<file path="src/rtl/pva_pkg.sv">
`default_nettype none
package pva_pkg;

	localparam int VOICES        = 64;
	localparam int PRIORITY_BITS = 8;
	localparam int IDX_W         = (VOICES > 1) ? $clog2(VOICES) : 1;

	localparam logic [1:0] ACT_ACQUIRE  = 2'd0;
	localparam logic [1:0] ACT_FREE     = 2'd1;
	localparam logic [1:0] ACT_SET_PRIO = 2'd2;

	localparam logic [1:0] ST_FREE_GRANT  = 2'd0;
	localparam logic [1:0] ST_STEAL_GRANT = 2'd1;
	localparam logic [1:0] ST_REFUSED     = 2'd2;
	localparam logic [1:0] ST_DONE        = 2'd3;

	typedef struct packed {
		logic [1:0] action;
		logic [5:0] voice;
		logic [7:0] priority_req;
	} req_item_t;

	typedef struct packed {
		logic [1:0] status;
		logic [5:0] granted_voice;
	} rsp_item_t;

	// search token handed from cell to cell
	typedef struct packed {
		logic                     valid;
		logic                     free_found;
		logic [IDX_W-1:0]         free_idx;
		logic                     victim_found;
		logic [IDX_W-1:0]         victim_idx;
		logic [PRIORITY_BITS-1:0] victim_prio;
	} scan_t;

	typedef struct packed {
		logic                     use_en;
		logic                     use_val;
		logic                     prio_en;
		logic [PRIORITY_BITS-1:0] prio_val;
	} cell_wr_t;

	typedef enum logic {
		FSM_IDLE,
		FSM_SCAN
	} fsm_t;

endpackage
`default_nettype wire

</file>
<file path="src/rtl/priority_voice_allocator.sv">
`default_nettype none
// Voice allocator for a pool of VOICES voices, each with a used flag and a
// priority. Free and set-priority items have their result valid the cycle
// after the item is taken. An acquire item launches a search token down a
// chain of one cell per voice, one cell per cycle, and its result is
// registered from the token that leaves the last cell, so the length of the
// cell chain sets when it is valid. One item is in work at a time,
// and a new item is taken only once the previous result has been taken (or
// is being taken in the same cycle). Reset frees every voice and sets every
// priority to zero.
module priority_voice_allocator (
	input  wire logic               clk,
	input  wire logic               arst_n,
	input  wire logic               req_valid,
	output logic                    req_ready,
	input  wire pva_pkg::req_item_t req,
	output logic                    rsp_valid,
	input  wire logic               rsp_ready,
	output pva_pkg::rsp_item_t      rsp
);
	import pva_pkg::*;

	fsm_t                     state_q;
	fsm_t                     state_d;
	logic [PRIORITY_BITS-1:0] req_prio_q;
	logic [PRIORITY_BITS-1:0] new_prio;
	logic [PRIORITY_BITS-1:0] scan_prio;
	logic                     rsp_valid_q;
	rsp_item_t                rsp_q;
	logic                     accept;
	logic                     voice_ok;
	logic                     load_rsp;
	rsp_item_t                rsp_d;

	logic                     wr_use_en;
	logic                     wr_prio_en;
	logic                     wr_use_val;
	logic [IDX_W-1:0]         wr_idx;
	logic [PRIORITY_BITS-1:0] wr_prio_val;

	scan_t                    chain [VOICES+1];
	scan_t                    tail;

	assign accept    = req_valid && req_ready;
	assign new_prio  = PRIORITY_BITS'(req.priority_req);
	assign voice_ok  = (32'(req.voice) < 32'(VOICES));
	assign scan_prio = (state_q == FSM_IDLE) ? new_prio : req_prio_q;
	assign tail      = chain[VOICES];

	always_comb begin
		chain[0]              = '0;
		chain[0].valid        = accept && (req.action == ACT_ACQUIRE);
	end

	always_comb begin
		state_d     = state_q;
		req_ready   = 1'b0;
		load_rsp    = 1'b0;
		rsp_d       = '0;
		wr_use_en   = 1'b0;
		wr_use_val  = 1'b0;
		wr_prio_en  = 1'b0;
		wr_idx      = '0;
		wr_prio_val = new_prio;
		unique case (state_q)
			FSM_IDLE: begin
				req_ready = !rsp_valid_q || rsp_ready;
				if (accept) begin
					case (req.action)
						ACT_ACQUIRE: begin
							state_d = FSM_SCAN;
						end
						ACT_FREE: begin
							load_rsp     = 1'b1;
							rsp_d.status = ST_DONE;
							wr_idx       = IDX_W'(req.voice);
							wr_use_en    = voice_ok;
						end
						ACT_SET_PRIO: begin
							load_rsp     = 1'b1;
							rsp_d.status = ST_DONE;
							wr_idx       = IDX_W'(req.voice);
							wr_prio_en   = voice_ok;
						end
						default: begin
							load_rsp     = 1'b1;
							rsp_d.status = ST_REFUSED;
						end
					endcase
				end
			end
			FSM_SCAN: begin
				wr_prio_val = req_prio_q;
				wr_use_val  = 1'b1;
				if (tail.valid) begin
					state_d  = FSM_IDLE;
					load_rsp = 1'b1;
					if (tail.free_found) begin
						rsp_d.status        = ST_FREE_GRANT;
						rsp_d.granted_voice = 6'(tail.free_idx);
						wr_idx              = tail.free_idx;
						wr_use_en           = 1'b1;
						wr_prio_en          = 1'b1;
					end else if (tail.victim_found) begin
						rsp_d.status        = ST_STEAL_GRANT;
						rsp_d.granted_voice = 6'(tail.victim_idx);
						wr_idx              = tail.victim_idx;
						wr_use_en           = 1'b1;
						wr_prio_en          = 1'b1;
					end else begin
						rsp_d.status = ST_REFUSED;
					end
				end
			end
			default: begin
				state_d = FSM_IDLE;
			end
		endcase
	end

	always_ff @(posedge clk or negedge arst_n) begin
		if (!arst_n) begin
			state_q <= FSM_IDLE;
		end else begin
			state_q <= state_d;
		end
	end

	always_ff @(posedge clk) begin
		if (accept) begin
			req_prio_q <= new_prio;
		end
	end

	// hold the result until taken; a load wins over a pop in the same cycle
	always_ff @(posedge clk or negedge arst_n) begin
		if (!arst_n) begin
			rsp_valid_q <= 1'b0;
		end else if (load_rsp) begin
			rsp_valid_q <= 1'b1;
		end else if (rsp_ready) begin
			rsp_valid_q <= 1'b0;
		end
	end

	always_ff @(posedge clk) begin
		if (load_rsp) begin
			rsp_q <= rsp_d;
		end
	end

	assign rsp_valid = rsp_valid_q;
	assign rsp       = rsp_q;

	for (genvar i = 0; i < VOICES; i++) begin : g_cell
		cell_wr_t cell_wr;

		always_comb begin
			cell_wr.use_en   = wr_use_en && (wr_idx == IDX_W'(i));
			cell_wr.use_val  = wr_use_val;
			cell_wr.prio_en  = wr_prio_en && (wr_idx == IDX_W'(i));
			cell_wr.prio_val = wr_prio_val;
		end

		pva_cell u_cell (
			.clk      (clk),
			.arst_n   (arst_n),
			.idx      (IDX_W'(i)),
			.req_prio (scan_prio),
			.scan_in  (chain[i]),
			.wr       (cell_wr),
			.scan_out (chain[i+1])
		);
	end

endmodule
`default_nettype wire

</file>
<file path="src/rtl/pva_cell.sv">
`default_nettype none
module pva_cell (
	input  wire logic                             clk,
	input  wire logic                             arst_n,
	input  wire logic [pva_pkg::IDX_W-1:0]         idx,
	input  wire logic [pva_pkg::PRIORITY_BITS-1:0] req_prio,
	input  wire pva_pkg::scan_t                    scan_in,
	input  wire pva_pkg::cell_wr_t                 wr,
	output pva_pkg::scan_t                         scan_out
);
	import pva_pkg::*;

	logic                     in_use_q;
	logic [PRIORITY_BITS-1:0] prio_q;
	scan_t                    scan_d;
	scan_t                    scan_q;

	always_comb begin
		scan_d = scan_in;
		// first unused voice along the chain wins
		if (!scan_in.free_found && !in_use_q) begin
			scan_d.free_found = 1'b1;
			scan_d.free_idx   = idx;
		end
		// strict compare keeps the lowest index among equal priorities
		if ((prio_q < req_prio) &&
		    (!scan_in.victim_found || (prio_q < scan_in.victim_prio))) begin
			scan_d.victim_found = 1'b1;
			scan_d.victim_idx   = idx;
			scan_d.victim_prio  = prio_q;
		end
	end

	always_ff @(posedge clk or negedge arst_n) begin
		if (!arst_n) begin
			in_use_q <= 1'b0;
			prio_q   <= '0;
		end else begin
			if (wr.use_en) begin
				in_use_q <= wr.use_val;
			end
			if (wr.prio_en) begin
				prio_q <= wr.prio_val;
			end
		end
	end

	always_ff @(posedge clk or negedge arst_n) begin
		if (!arst_n) begin
			scan_q <= '0;
		end else begin
			scan_q <= scan_d;
		end
	end

	assign scan_out = scan_q;

endmodule
`default_nettype wire

</file>
<file path="config.mk">
export PLATFORM = sky130hd
export DESIGN_NAME = priority_voice_allocator
export DESIGN_NICKNAME = d
export VERILOG_FILES = /design/src/rtl/pva_pkg.sv /design/src/rtl/priority_voice_allocator.sv /design/src/rtl/pva_cell.sv
export SDC_FILE = /design/constraint.sdc
export NUM_CORES = 2
export LEC_CHECK = 0
export BUFFER_PORTS_ARGS = -buffer_cell sky130_fd_sc_hd__clkbuf_2
export CORE_MARGIN = 3
export CORE_UTILIZATION = 40
export CTS_BUF_LIST = sky130_fd_sc_hd__clkbuf_8
export CTS_CLUSTER_DIAMETER = 40
export DETAILED_ROUTE_END_ITERATION = 8
export PLACE_DENSITY = 0.55
export SYNTH_ARGS = -nofsm -noshare
export SYNTH_HDL_FRONTEND = slang
export SYNTH_HIERARCHICAL = 1
export SYNTH_SLANG_ARGS = --single-unit
</file>
<file path="constraint.sdc">
create_clock -name clk -period 7.6 [get_ports clk]
set_clock_uncertainty 0.05 [all_clocks]
set_input_delay 1.52 -clock clk [delete_from_list [all_inputs] [get_ports clk]]
set_output_delay 1.52 -clock clk [all_outputs]
set_load 0.1 [all_outputs]
</file>
==> flow_summary.html <==
<table>
<tr><th>Metric</th><th>Value</th></tr>
<tr><th colspan="2">Outcome</th></tr>
<tr><td>Run status</td><td>finished clean</td></tr>
<tr><th colspan="2">Place</th></tr>
<tr><td>Port Buffers</td><td>29</td></tr>
<tr><td>Final weighted congestion in routability-driven placement</td><td>0.802</td></tr>
<tr><td>Post-detail-place hpwl</td><td>143 mm</td></tr>
<tr><th colspan="2">Floorplanning</th></tr>
<tr><td>Die span in x</td><td>between 500 and 600 um</td></tr>
<tr><td>Effective utilization at floorplan</td><td>0.402</td></tr>
<tr><td>Die ar.</td><td>~260000 um2</td></tr>
<tr><td>Vertical extent of the die</td><td>between 500 and 600 um</td></tr>
<tr><td>Floorplan row count</td><td>around 190</td></tr>
<tr><td>Placeable Area</td><td>approximately 260000 um2</td></tr>
<tr><td>I/O pin count</td><td>30</td></tr>
<tr><th colspan="2">Setup path</th></tr>
<tr><td>Max incr delay on CP</td><td>between 600 and 700 ps</td></tr>
<tr><td>Data arrival at the endpoint of the critical path</td><td>just over 3000 ps</td></tr>
<tr><td>Critical path required time</td><td>between 6000 and 7000 ps</td></tr>
<tr><td>Endpoint class of the critical path</td><td>primary output</td></tr>
<tr><td>Largest fanout of any net on the critical path</td><td>3</td></tr>
<tr><td>Dominant cell type by count on the critical path</td><td>sky130_fd_sc_hd__clkbuf_2</td></tr>
<tr><td>Critical path start-end classification</td><td>in -&gt; out</td></tr>
<tr><td>Sequence of cells on the critical path</td><td>clkbuf_2, nor2b_1, nor2_1, clkbuf_2</td></tr>
<tr><td>Slowest CP cell</td><td>sky130_fd_sc_hd__nor2b_1</td></tr>
<tr><td>CP Launch Type</td><td>primary input</td></tr>
<tr><th colspan="2">Clock tree</th></tr>
<tr><td>Worst-Skew Late Latency</td><td>between 1000 and 1500 ps</td></tr>
<tr><td>TritonCTS clock tree</td><td>yes</td></tr>
<tr><td>Root buffer cell</td><td>sky130_fd_sc_hd__clkbuf_8</td></tr>
<tr><td>Clock Sinks</td><td>2058</td></tr>
<tr><td>Setup Buffers After CTS</td><td>0</td></tr>
<tr><td>Number of gates resized after CTS</td><td>0</td></tr>
<tr><td>Hold buffer count at cts</td><td>0</td></tr>
<tr><td>CTS max path bufs</td><td>4</td></tr>
<tr><td>CTS Buf Count</td><td>391</td></tr>
<tr><td>H-tree Lvls</td><td>5</td></tr>
<tr><td>CTS clock-pin slew for the worst setup and hold paths</td><td>60 ps</td></tr>
<tr><th colspan="2">Timing</th></tr>
<tr><td>Slew HR</td><td>0.168</td></tr>
<tr><td>Final setup violation count</td><td>0</td></tr>
<tr><td>Final-report hold violation count</td><td>0</td></tr>
<tr><td>Crit share post-route</td><td>0.609</td></tr>
<tr><td>Final total negative setup slack</td><td>0 ps</td></tr>
<tr><td>Final min period</td><td>approximately 4600 ps</td></tr>
<tr><td>Slew Limit Fails</td><td>0</td></tr>
<tr><td>Maximum operating frequency</td><td>around 0.22 GHz</td></tr>
<tr><td>Worst-Margin Slew</td><td>1240 ps</td></tr>
<tr><td>RSZ-0062 raised after global routing</td><td>false</td></tr>
<tr><th colspan="2">Final layout</th></tr>
<tr><td>Net count reported at finish</td><td>9710</td></tr>
<tr><td>Total area of multi-input combinational cells</td><td>between 40000 and 50000 um2</td></tr>
<tr><td>Layout Area Growth over Synthesis</td><td>14.7%</td></tr>
<tr><td>Proportion of layout cells with a drive suffix above 1</td><td>0.317</td></tr>
<tr><td>Sequential cell area in the final layout</td><td>approximately 52000 um2</td></tr>
<tr><td>Post-Route Utilization</td><td>0.461</td></tr>
<tr><td>Fill cell instance count of the final layout</td><td>around 23000</td></tr>
<tr><th colspan="2">Routing</th></tr>
<tr><td>Overall routed net length</td><td>around 220 mm</td></tr>
<tr><td>Final antenna-violating net count</td><td>0</td></tr>
<tr><td>Number of optimization iterations in the first detailed-route pass</td><td>7</td></tr>
<tr><td>Vias</td><td>~60000</td></tr>
<tr><td>DRC violations left</td><td>0</td></tr>
<tr><td>DRT iter0 DRCs</td><td>~2500</td></tr>
<tr><td>Detailed-route wire length per cell</td><td>between 15 and 20 um</td></tr>
<tr><td>Number of vias per cell</td><td>just under 5</td></tr>
<tr><th colspan="2">Power</th></tr>
<tr><td>Sw Pwr</td><td>approximately 14 mW</td></tr>
<tr><td>Proportion of power drawn by combinational gates</td><td>0.409</td></tr>
<tr><td>Power Total</td><td>around 43 mW</td></tr>
<tr><td>Worst supply voltage drop on vdd</td><td>between 0.0003 and 0.0004 V</td></tr>
<tr><td>Sequential group share of total power</td><td>0.333</td></tr>
<tr><td>Proportion of power drawn by the clock network</td><td>0.258</td></tr>
<tr><td>Reported leakage power</td><td>between 50 and 60 nW</td></tr>
<tr><td>Fraction of power spent switching nets</td><td>0.322</td></tr>
<tr><td>Internal power</td><td>approximately 29 mW</td></tr>
<tr><td>Pwr per Cell Area</td><td>~370 nW/um2</td></tr>
<tr><th colspan="2">Global routing</th></tr>
<tr><td>Global-route wire length before repair</td><td>between 300 and 400 mm</td></tr>
<tr><td>Total routing resource utilization after global routing</td><td>0.167</td></tr>
<tr><td>Aggregate global routing overflow</td><td>0</td></tr>
<tr><td>Vias in the first global route</td><td>around 65000</td></tr>
<tr><td>Maximum number of pins on one net before global-route repair</td><td>approximately 180</td></tr>
<tr><td>Number of antenna violations at the first check in global routing</td><td>4</td></tr>
<tr><th colspan="2">Logic synthesis</th></tr>
<tr><td>Yosys warning total</td><td>6</td></tr>
<tr><td>Post-Syn Instances</td><td>around 7700</td></tr>
<tr><td>Cell Area, Synth</td><td>between 100000 and 150000 um2</td></tr>
<tr><td>Mapped Avg Cell Area</td><td>roughly 13 um2</td></tr>
<tr><th colspan="2">Hold path</th></tr>
<tr><td>Type of the most critical hold path</td><td>reg -&gt; reg</td></tr>
<tr><th colspan="2">Job</th></tr>
<tr><td>Max-cap check violation count</td><td>0</td></tr>
</table>
## layout make-up
class | count | area share
Timing Repair Buffer | 85 | 0.00648
Inverter | 1034 | 0.0328
Antenna cell | 6 | 0.000127
Sequential cell | 2058 | 0.435
Clock inverter | 204 | 0.0138
Multi-Input combinational cell | 5221 | 0.421
Tap cell | 3384 | 0.0357
Clock buffer | 477 | 0.0553
## power groups by stage
stage | registers (mW) | logic [mW] | clock network, mW
detailed placement | 14.6 | 17.8 | 0
CTS | 14.5 | 18.0 | 11.6
global route | 14.7 | 19.1 | 12.2
floorplan | 14.1 | 15.8 | 0
finish | 14.5 | 17.7 | 11.2
global placement | 14.6 | 17.5 | 0
## flip-flops by register name (all words and copies together) (netlist names)
| name | cells |
|---|---|
| g_cell.u_cell/scan_out | 1464 |
| g_cell.u_cell/prio_q | 512 |
| g_cell.u_cell/in_use_q | 64 |
| req_prio_q | 8 |
| rsp | 8 |
| rsp_valid | 1 |
| state_q | 1 |
## cell usage in the layout, fill, tap and decap left out, drive strengths merged, types with 4 or more instances in the layout
| master | count |
|---|---|
| o21ai | 257 |
| ha | 899 |
| clkinv | 67 |
| and4 | 4 |
| nand3b | 6 |
| nor3 | 128 |
| diode | 6 |
| inv | 1129 |
| bufinv | 25 |
| edfxtp | 16 |
| buf | 57 |
| nand4 | 198 |
| conb | 801 |
| dfrtp | 2042 |
| nand2b | 131 |
| mux2 | 1856 |
| a211o | 132 |
| nor2 | 194 |
| o211ai | 68 |
| nand2 | 136 |
| clkbuf | 505 |
| a2111oi | 64 |
| a211oi | 128 |
| o2111ai | 5 |
| a21oi | 130 |
| clkinvlp | 17 |
| a21o | 70 |
## metrics by stage
step,area [um2],setup slack [ps],instances,hold WS (ps)
floorplan,106000,2180,8480,281
global placement,110000,2200,11800,282
detailed placement,110000,2140,11800,286
CTS,119000,2910,12500,295
global route,119000,2970,12500,297
finish,119000,2980,12500,287
## worst paths after layout
check	startpoint	end	slack [ps]	depth (start not counted)
worst max-delay path	rsp_ready	req_ready	2980	4
worst min-delay path	g_cell[35].u_cell/scan_out[22]$_DFF_PN0_	g_cell[36].u_cell/scan_out[22]$_DFF_PN0_	290	0
worst max register to register	state_q$_DFF_PN0_	g_cell[44].u_cell/prio_q[0]$_DFFE_PN0P_	3200	6
worst min register to register	g_cell[35].u_cell/scan_out[22]$_DFF_PN0_	g_cell[36].u_cell/scan_out[22]$_DFF_PN0_	290	0
max in group asynchronous	arst_n	g_cell[7].u_cell/prio_q[3]$_DFFE_PN0P_	5110	3
min in group asynchronous	arst_n	g_cell[29].u_cell/scan_out[15]$_DFF_PN0_	480	1
## worst max-delay path, delay by kind of cell
kind | cells | cell delay, ps
buf+inv | 2 | 570
simple gates | 2 | 950
## per-layer routing
metal  routed length, um  part of all wire  global-route usage
met2              106000              0.49               0.285
met1               97500              0.45               0.214
met5                  12          0.000055                   0
met3                7710             0.035              0.0310
met4                6110             0.028              0.0551
No activity file was read; power rests on OpenSTA's default activity.
